===== src/hw/rtl/layer_blend_mode_channel_top_assert.svh =====
// Assertion macros for the layer blend top level.
`ifndef LAYER_BLEND_MODE_CHANNEL_TOP_ASSERT_SVH
`define LAYER_BLEND_MODE_CHANNEL_TOP_ASSERT_SVH

// Same-cycle implication, sampled on clk_i and held off during reset.
`define LBM_ASSERT_NOW(lbl, ante, cons, msg) \
  lbl: assert property (@(posedge clk_i) disable iff (!rst_ni) (ante) |-> (cons)) \
    else $error(msg);

// Next-cycle implication, sampled on clk_i and held off during reset.
`define LBM_ASSERT_NEXT(lbl, ante, cons, msg) \
  lbl: assert property (@(posedge clk_i) disable iff (!rst_ni) (ante) |=> (cons)) \
    else $error(msg);

`endif


===== src/hw/rtl/lbm_pkg.sv =====
// Types, constants and helper functions for the layer blend pipeline.
package lbm_pkg;

  // Fixed-point formats.
  localparam int FRAC_W = 15;
  localparam int IN_W = 16;
  localparam int OUT_W = 21;
  localparam int WIDE_W = 24;
  localparam int OP_W = 19;
  localparam int MAG_W = 17;
  localparam int X_W = 32;
  localparam int Q_W = 21;
  localparam int DCMP_W = X_W + Q_W;
  localparam int SQ_X_W = 32;
  localparam int SQ_R_W = 16;
  localparam int SQ_REM_W = 19;
  localparam int HUN_W = 8;
  localparam int MODQ_W = 17;

  // Iteration counts of the shared pipeline.
  localparam int DIV_STEPS = 21;
  localparam int SQRT_STEPS = 16;
  localparam int MOD_STEPS = 8;

  // Modulo epsilon, round(0.0001 * 2^15).
  localparam int EPS_M = ((1 << FRAC_W) + 5000) / 10000;
  localparam int EPS_Q = (EPS_M > 0) ? EPS_M : 1;

  localparam logic signed [OP_W-1:0] ONE_OP = OP_W'(1 << FRAC_W);
  localparam logic signed [OP_W-1:0] HALF_OP = OP_W'(1 << (FRAC_W - 1));
  localparam logic signed [OP_W-1:0] EPS_OP = OP_W'(EPS_Q);
  localparam logic signed [WIDE_W-1:0] ONE_W = WIDE_W'(1 << FRAC_W);
  localparam logic signed [WIDE_W-1:0] HALF_W = WIDE_W'(1 << (FRAC_W - 1));
  localparam logic signed [WIDE_W-1:0] OUT_MAX_W = WIDE_W'((1 << (OUT_W - 1)) - 1);
  localparam logic signed [WIDE_W-1:0] OUT_MIN_W = -WIDE_W'(1 << (OUT_W - 1));

  typedef enum logic [4:0] {
    MODE_PASS        = 5'd0,
    MODE_MULTIPLY    = 5'd1,
    MODE_DARKEN      = 5'd2,
    MODE_COLORBURN   = 5'd3,
    MODE_LINEARBURN  = 5'd4,
    MODE_LIGHTEN     = 5'd5,
    MODE_SCREEN      = 5'd6,
    MODE_COLORDODGE  = 5'd7,
    MODE_ADD         = 5'd8,
    MODE_OVERLAY     = 5'd9,
    MODE_HARDLIGHT   = 5'd10,
    MODE_SOFTLIGHT   = 5'd11,
    MODE_VIVID       = 5'd12,
    MODE_LINEARLIGHT = 5'd13,
    MODE_PINLIGHT    = 5'd14,
    MODE_MODULO      = 5'd15,
    MODE_DIFFERENCE  = 5'd16,
    MODE_EXCLUSION   = 5'd17,
    MODE_SUBTRACT    = 5'd18,
    MODE_DIVIDE      = 5'd19
  } mode_e;

  typedef struct packed {
    logic [IN_W-1:0] t;
    logic [IN_W-1:0] b;
    mode_e           mode;
  } item_t;

  typedef struct packed {
    logic [MAG_W-1:0] md;
    logic [X_W-1:0]   rem;
    logic [Q_W-1:0]   q;
    logic             neg;
    logic             sat;
    logic             dz;
    logic             inv;
  } div_t;

  typedef struct packed {
    logic [SQ_X_W-1:0]   x;
    logic [SQ_REM_W-1:0] rem;
    logic [SQ_R_W-1:0]   root;
  } sqrt_t;

  typedef struct packed {
    logic [HUN_W-1:0] rem;
    logic [HUN_W-1:0] hb;
    logic             zero;
  } mod_t;

  typedef struct packed {
    item_t it;
    div_t  dv;
    sqrt_t sq;
    mod_t  md;
  } chain_t;

  // Hundredths remainder back to Q1.15, round(r * 2^15 / 100).
  typedef logic [MODQ_W-1:0] mod_tab_t [256];

  function automatic mod_tab_t build_mod_tab();
    mod_tab_t tab;
    for (int i = 0; i < 256; i++) begin
      tab[i] = MODQ_W'((i * (1 << FRAC_W) + 50) / 100);
    end
    return tab;
  endfunction

  localparam mod_tab_t MOD_TAB = build_mod_tab();

  // Signed Q product with round to nearest, ties away from zero.
  function automatic logic signed [WIDE_W-1:0] mulq_f(input logic signed [OP_W-1:0] a,
                                                      input logic signed [OP_W-1:0] b);
    logic [OP_W-1:0]   ma;
    logic [OP_W-1:0]   mb;
    logic [2*OP_W-1:0] p;
    logic [2*OP_W-1:0] pr;
    logic              neg;
    neg = a[OP_W-1] ^ b[OP_W-1];
    ma = a[OP_W-1] ? (~a + 1'b1) : a;
    mb = b[OP_W-1] ? (~b + 1'b1) : b;
    p = ma * mb;
    pr = (p + ((2*OP_W)'(1) << (FRAC_W - 1))) >> FRAC_W;
    return neg ? -$signed(WIDE_W'(pr)) : $signed(WIDE_W'(pr));
  endfunction

endpackage


===== src/hw/rtl/lbm_prep.sv =====
// Operand preparation: per-mode divider, root and modulo set-up over two stages.
module lbm_prep (
  input  logic                   clk_i,
  input  logic                   rst_ni,
  input  logic                   en_i,
  input  logic                   vld_i,
  input  lbm_pkg::item_t         item_i,
  output logic                   vld_o,
  output lbm_pkg::chain_t        data_o
);

  localparam int OPW = lbm_pkg::OP_W;
  localparam int MAGW = lbm_pkg::MAG_W;
  localparam int XW = lbm_pkg::X_W;
  localparam int HUNW = lbm_pkg::HUN_W;
  localparam int SQXW = lbm_pkg::SQ_X_W;
  localparam int INW = lbm_pkg::IN_W;

  typedef struct packed {
    lbm_pkg::item_t         it;
    logic signed [OPW-1:0]  n;
    logic signed [OPW-1:0]  d;
    logic                   inv;
    logic                   isdiv;
    logic [HUNW-1:0]        ht;
    logic [HUNW-1:0]        hb;
  } p1_t;

  p1_t                   p1_d, p1_q;
  logic                  v1_q;
  lbm_pkg::chain_t       p2_d, p2_q;
  logic                  v2_q;
  logic signed [OPW-1:0] ts, bs;
  logic [MAGW-1:0]       mn, md;
  logic                  dz;
  logic [XW-1:0]         xn;
  logic [INW+7:0]        tprod, bprod;

  // Stage one: pick numerator and divisor and form the hundredths.
  always_comb begin
    ts = $signed({{(OPW-INW){1'b0}}, item_i.t});
    bs = $signed({{(OPW-INW){1'b0}}, item_i.b});
    p1_d.it = item_i;
    p1_d.n = ts;
    p1_d.d = bs;
    p1_d.inv = 1'b0;
    p1_d.isdiv = 1'b1;
    unique case (item_i.mode)
      lbm_pkg::MODE_COLORBURN: begin
        p1_d.n = lbm_pkg::ONE_OP - ts;
        p1_d.inv = 1'b1;
      end
      lbm_pkg::MODE_COLORDODGE: begin
        p1_d.d = lbm_pkg::ONE_OP - bs;
      end
      lbm_pkg::MODE_VIVID: begin
        if (bs > lbm_pkg::HALF_OP) begin
          p1_d.d = (lbm_pkg::ONE_OP <<< 1) - (bs <<< 1);
        end else begin
          p1_d.n = lbm_pkg::ONE_OP - ts;
          p1_d.d = bs <<< 1;
          p1_d.inv = 1'b1;
        end
      end
      lbm_pkg::MODE_DIVIDE: begin
        if (bs < lbm_pkg::EPS_OP) begin
          p1_d.d = lbm_pkg::EPS_OP;
        end else if (bs > lbm_pkg::ONE_OP) begin
          p1_d.d = lbm_pkg::ONE_OP;
        end
      end
      default: begin
        p1_d.isdiv = 1'b0;
      end
    endcase
    tprod = (INW+8)'((INW+8)'(item_i.t) + (INW+8)'(lbm_pkg::EPS_M)) * (INW+8)'(100);
    bprod = (INW+8)'((INW+8)'(item_i.b) + (INW+8)'(lbm_pkg::EPS_M)) * (INW+8)'(100);
    p1_d.ht = HUNW'(tprod >> lbm_pkg::FRAC_W);
    p1_d.hb = HUNW'(bprod >> lbm_pkg::FRAC_W);
  end

  // Stage two: magnitudes, rounded dividend and the overflow test.
  always_comb begin
    mn = p1_q.n[OPW-1] ? MAGW'(-p1_q.n) : MAGW'(p1_q.n);
    md = p1_q.d[OPW-1] ? MAGW'(-p1_q.d) : MAGW'(p1_q.d);
    dz = p1_q.isdiv && (p1_q.d == '0);
    xn = (XW'(mn) << lbm_pkg::FRAC_W) + XW'(md >> 1);
    p2_d.it = p1_q.it;
    p2_d.dv.md = md;
    p2_d.dv.rem = xn;
    p2_d.dv.q = '0;
    p2_d.dv.neg = dz ? p1_q.n[OPW-1] : (p1_q.n[OPW-1] ^ p1_q.d[OPW-1]);
    p2_d.dv.sat = (xn >> lbm_pkg::Q_W) >= XW'(md);
    p2_d.dv.dz = dz;
    p2_d.dv.inv = p1_q.inv;
    p2_d.sq.x = SQXW'(p1_q.it.t) << lbm_pkg::FRAC_W;
    p2_d.sq.rem = '0;
    p2_d.sq.root = '0;
    p2_d.md.rem = p1_q.ht;
    p2_d.md.hb = p1_q.hb;
    p2_d.md.zero = (p1_q.hb == '0);
  end

  // Valid bits.
  always_ff @(posedge clk_i or negedge rst_ni) begin
    if (!rst_ni) begin
      v1_q <= 1'b0;
      v2_q <= 1'b0;
    end else if (en_i) begin
      v1_q <= vld_i;
      v2_q <= v1_q;
    end
  end

  // Payload registers.
  always_ff @(posedge clk_i) begin
    if (en_i) begin
      p1_q <= p1_d;
      p2_q <= p2_d;
    end
  end

  assign vld_o = v2_q;
  assign data_o = p2_q;

endmodule


===== config.mk =====
export PLATFORM = sky130hd
export DESIGN_NAME = lbm_prep
export DESIGN_NICKNAME = d
export VERILOG_FILES = /design/src/hw/rtl/layer_blend_mode_channel_top_assert.svh /design/src/hw/rtl/lbm_pkg.sv /design/src/hw/rtl/lbm_prep.sv
export SDC_FILE = /design/constraint.sdc
export NUM_CORES = 1
export LEC_CHECK = 0
export BUFFER_PORTS_ARGS = -buffer_cell sky130_fd_sc_hd__buf_2
export CORE_MARGIN = 5
export CORE_UTILIZATION = 51
export CTS_CLUSTER_SIZE = 24
export DETAILED_ROUTE_END_ITERATION = 8
export PLACE_DENSITY = 0.77
export SYNTH_ARGS = -nofsm -noshare
export SYNTH_HDL_FRONTEND = slang
export SYNTH_SLANG_ARGS = --single-unit

===== constraint.sdc =====
create_clock -name clk_i -period 5.01 [get_ports clk_i]
set_input_delay 1.002 -clock clk_i [delete_from_list [all_inputs] [get_ports clk_i]]
set_output_delay 1.002 -clock clk_i [all_outputs]
set_load 0.1 [all_outputs]

Yosys cells after proc, flatten, opt, wreduce, memory -nomap -nowiden
Index checks and enable logic that the tools add are counted.
{ "op_classes": {"addsub": 8, "multipliers": 2, "n_lt_le_gt_ge": 4, "n_eq_ne": 4, "mux": 12, "n_bitwise": 1, "reduce_logical": 4} }
{ "op_table": {"columns": ["operator", "count"], "rows": [
  ["case mux 19 bit (3 select lines)", 1],
  ["multiplier 17 x 5 -> 21 bit (second input constant)", 2],
  ["two-way mux 19 bit", 2],
  ["case mux 19 bit (2 select lines)", 1],
  ["adder 16 x 2 -> 17 bit (second input constant)", 2],
  ["two-way mux 17 bit", 2],
  ["negation 17 bit", 2],
  ["subtractor 16 x 16 -> 17 bit (first input constant)", 2],
  ["adder 32 x 16 -> 32 bit", 1],
  ["two-way mux 16 bit", 2],
  ["logical NOT 19 bit", 1],
  ["subtractor 17 x 17 -> 18 bit (first input constant)", 1],
  ["greater-or-equal comparator 11 x 17 -> 1 bit", 1],
  ["greater-than comparator 16 x 15 -> 1 bit (second input constant)", 1],
  ["greater-than comparator 16 bit (second input constant)", 1],
  ["less-than comparator 16 x 2 -> 1 bit (second input constant)", 1],
  ["logical NOT 8 bit", 1],
  ["== test 5 x 2 -> 1 bit (second input constant)", 1],
  ["== test 5 x 3 -> 1 bit (second input constant)", 1],
  ["== test 5 x 4 -> 1 bit (second input constant)", 1],
  ["== test 5 bit (second input constant)", 1],
  ["OR reduction 4 bit", 1],
  ["two-way mux 1 bit", 3],
  ["case mux 1 bit (2 select lines)", 1],
  ["2 further kinds", 2]
]} }
{ "totals": {"ff_bits": 202, "input_bits": 41, "out_inout_bits": 196} }

Depth between registers and ports, before layout
{ "depth": {"word_depth": 4, "ltp_mapped": 23} }

Worst setup path before layout
No wires, ideal clock.
{ "synth_path": {"path_kind": "in2reg", "from": "in item_i[5] (netlist name)", "to": "reg p1_q[6] (netlist name) (data pin)", "setup_time_ps": 264, "arrival_ps": 4922, "required_ps": 4746, "setup_slack_ps": -176, "cell_stages": 20, "n_path_buf": 2, "path_cell_list": "clkbuf_1 > inv_1 > ha_1 > clkbuf_1 > nor2_1 > and3_1 > xor2_1 > ha_1 > ha_1 > inv_1 > fa_1 > inv_1 > ha_1 > a21o_1 > a21oi_1 > o21ai_0 > a31oi_1 > o211ai_1 > a211oi_1 > a21oi_1"} }
{ "synth_via": {"elab_chain_cells": 2} }
{ "synth_rtl": {"columns": ["item", "line", "rtl"], "rows": [
  ["from (decl)", "lbm_prep.sv:7", "input lbm_pkg::item_t item_i,"],
  ["adder 16 x 2 -> 17 bit", "lbm_prep.sv:77", "bprod = (INW+8)'((INW+8)'(item_i.b) + (INW+8)'(lbm_pkg::EPS_M)) * (INW+8)'(100);"],
  ["multiplier 17 x 5 -> 21 bit", "lbm_prep.sv:77", null],
  ["net bprod[21]", "lbm_prep.sv:37", "logic [INW+7:0] tprod, bprod;"],
  ["to (signal assigned)", "lbm_prep.sv:118", "p1_q <= p1_d;"],
  ["to (decl)", "lbm_prep.sv:29", "p1_t p1_d, p1_q;"]
]} }
The timed path passes the listed nets, and every way through them passes these cells.
A chain may end at the register's enable or synchronous reset.

==> impl_metrics.env <==
export IMPL_clock_skew_ns=0.00860
export IMPL_fin_nets=1480
export IMPL_io_pins=237
export IMPL_first_pass_iters=5
export IMPL_fmax_mhz=204
export IMPL_clk_pin_slew_ns=0.08
export IMPL_mostFrequentLayoutCells="182 x edfxtp_1, 163 x buf_2, 138 x inv_1, 117 x ha_1, 72 x conb_1"
export IMPL_ir_drop_mv=0.278
export IMPL_synth_enable_flop_cells=182
export IMPL_finalCriticalPeriod_ns=4.91
export IMPL_power_density_nw_per_um2=396
export IMPL_cts_buffer_depth=2
export IMPL_grt_pass1_vias=8241
export IMPL_place_ws_ns=-0.0869
export IMPL_cp_common_cell="o21a_1"
export IMPL_crit_fanout=5
export IMPL_power_mw=5.52
export IMPL_drtIter0Drc=462
export IMPL_worstMarginPinSlew_ns=1.32
export IMPL_final_antenna_net_count=0
export IMPL_worstReg2RegStart="p1_q[22]"
export IMPL_dieHeight_um=165
export IMPL_grt_total_usage_pct=18.8
export IMPL_placementRows=56
export IMPL_synth_async_sr_flop_share_pct=1.09
export IMPL_cp_slowest_stage_delay_ns=0.53
export IMPL_yosys_register_bits=184
export IMPL_setup_viol=0
export IMPL_grt_ovfl_total=0
export IMPL_netlist_area_um2=12300
export IMPL_syn_area_per_cell_um2=10.8
export IMPL_arrival_ns=5.11
export IMPL_r2r_end="data_o[86]"
export IMPL_synth_flop_cell="edfxtp_1"
export IMPL_worst_slack_ns=0.0990
export IMPL_tritoncts="yes"
export IMPL_wl_per_cell_um=15.9
export IMPL_cp_data_required_time_ns=5.21
export IMPL_cts_hold_buf=0
export IMPL_portBuffers=164
export IMPL_layout_area_seq_um2=5520
export IMPL_syn_inst=1135
export IMPL_max_cap_violations=0
export IMPL_cts_sinks=184
export IMPL_antenna_found_initial=3
export IMPL_period_share_pct=98.0
export IMPL_numCtsBuffers=17
export IMPL_die_area_um2=27300
export IMPL_yosysSeqAreaShare_pct=44.9
export IMPL_vias_per_cell=5.21
export IMPL_cts_root_buf="clkbuf_16"
export IMPL_r2r_slack_ns=0.1
export IMPL_maxSlewHeadroom_pct=11.7
export IMPL_dp_hpwl_um=19500
export IMPL_layout_drive_gt1_share_pct=21.1
export IMPL_final_common_cell="edfxtp_1"
export IMPL_power_leakage_nw=6.21
export IMPL_area_delta_synth_final_pct=13.6
export IMPL_multi_input_area_um2=5690
export IMPL_final_max_slew_viol_count=0
export IMPL_worstSetupPathType="flop to flop"
export IMPL_grt_max_degree=103
export IMPL_reg2reg_depth=22
export IMPL_vias=8503
export IMPL_holdCritPathClass="input pin to async pin"
export IMPL_drc=0
export IMPL_clk_latency_ns=0.44
export IMPL_worst_setup_path_start_kind="flop"
export IMPL_ys_warn_count=0
export IMPL_hold_viol_final=0
export IMPL_fp_dieW_um=165
export IMPL_status="completed"
export IMPL_gp_congestion=0.901
export IMPL_htree_levels=4
export IMPL_grt_pass1_wl_um=40600
export IMPL_synth_cell_types=71
export IMPL_coreArea_um2=23600
export IMPL_fillers=1893
export IMPL_crit_path_top_delay_cell="or4_4"
export IMPL_start_util_pct=52.0
export IMPL_drt_total_wl_um=26000
export IMPL_cp_cell_sequence="or3_4 > or3b_4 > or4_4 > or3_4 > nand2_2 > xnor2_2 > ha_2 > ha_2 > nand2_2 > nor2_4 > a21oi_1 > o22a_1 > xnor2_2 > ha_1 > nor2b_1 > o21a_1 > o21a_1 > o21a_1 > o21a_1 > o21ai_1 > a21oi_1 > o211a_1"
export IMPL_cp_end_kind="flop"
[flip-flops by register name (all words and copies together) (netlist names)]
signal  flops
vld_o       1
v1_q        1
data_o     92
p1_q       90
[cells by family after synthesis]
| kind of cell | after synthesis | synth area share (%) |
|---|---|---|
| other cells | 1 | 0.0305 |
| mux | 4 | 0.357 |
| buf+inv | 278 | 11.7 |
| xor+xnor | 116 | 8.27 |
| flops | 184 | 44.9 |
| simple gates | 259 | 10.8 |
| compound gates | 152 | 8.19 |
| fa+ha+maj | 141 | 15.7 |
[critical path, delay by kind of cell, from the launching register on]
family / cells / cell delay (ns)
AO/OA/AOI/OAI: 9 / 1.36
XOR/XNOR: 2 / 0.28
adder cells (fa/ha/maj): 3 / 0.56
flip-flops: 1 / 0.40
AND/OR/NAND/NOR: 8 / 2.06
[how the worst max path moves through the flow]
| stage | start | to | slack, ns |
|---|---|---|---|
| after floorplan | item_i[5] | p1_q[6] | 0.01 |
| after global placement | p1_q[21] | data_o[86] | 0.08 |
| after detailed placement | p1_q[22] | data_o[86] | -0.09 |
| after CTS | p1_q[22] | data_o[86] | 0.006 |
| after global routing | p1_q[21] | data_o[86] | -0.04 |
| final | p1_q[22] | data_o[86] | 0.1 |
[where the power goes]
part | leakage, nW | internal [mW] | switching [mW] | total [mW]
Clock | 0.297 | 0.734 | 0.662 | 1.40
Sequential | 1.81 | 1.94 | 0.0889 | 2.03
Combinational | 4.11 | 0.505 | 1.59 | 2.10
Total | 6.21 | 3.18 | 2.34 | 5.52
[routing by layer]
metal  vias up  global-route usage, %  wire length [um]
met5         -                      0                21
met4         4                   7.26               637
met3        50                   3.45              1720
met2       287                   31.3             12700
met1      4045                   24.4             10900
li1       4117                      -                 -
[repair_timing]
| item | in CTS | in global routing |
|---|---|---|
| pin swaps | 4 | 4 |
| buffers inserted | 2 | 3 |
| resized for setup | 2 | 16 |
| gates cloned | 0 | 0 |
| endpoints found under the setup margin | 1 | 2 |
[synth_stat cells, types with 3 or more instances]
cell      instances  share of area (%)
a211oi_1          4               0.24
a21o_1            4               0.24
a21oi_1          33                1.3
a22oi_1           3               0.18
a31oi_1           3               0.15
and2_1            5               0.25
and3_1           17               0.87
buf_1             3              0.092
buf_2             3               0.12
buf_4           103                6.3
clkbuf_1         30               0.92
edfxtp_1        182                 44
fa_1             22                3.6
ha_1            119                 12
inv_1           138                4.2
mux2_2            3               0.28
nand2_1          56                1.7
nand2b_1          9               0.46
nand3_1          19               0.77
nand3b_1          5               0.31
nand4_1           8               0.41
nor2_1           66                2.0
nor2b_1           4               0.20
nor3_1           21               0.86
nor4_1            7               0.36
o211ai_1          4               0.24
o21a_1           12               0.73
o21ai_0          35                1.4
o21ai_1           4               0.16
o221ai_1          3               0.21
o311ai_0         10               0.71
o31ai_1          10               0.61
o41ai_1           5               0.36
or2_2             4               0.20
or3_1            14               0.71
or4_1             7               0.43
xnor2_1          68                4.8
xor2_1           48                3.4
[stage by stage]
step / cells / util [%] / setup TNS (ns) / cell area (um^2) / hold WS, ns
after global placement: 1593 / 55.9 / 0 / 13200 / 0.401
after floorplan: 1206 / - / 0 / 12600 / 0.400
after CTS: 1627 / 58.6 / 0 / 13800 / 0.310
after detailed placement: 1593 / 55.9 / -0.143 / 13200 / 0.405
final: 1631 / 59.1 / 0 / 13900 / 0.333
after global routing: 1631 / 59.1 / -0.0357 / 13900 / 0.310
[area by class of cell]
cell class / instances / share of cell area, %
multi-input cells: 744 / 40.8
flip-flops and latches: 184 / 39.5
repair buffers: 213 / 8.66
inverters: 138 / 3.71
clock buffers: 18 / 3.15
well taps: 319 / 2.86
clock inverters: 14 / 1.28
diodes: 1 / 0.0179
Note: power is estimated with default switching activity, not from simulation.
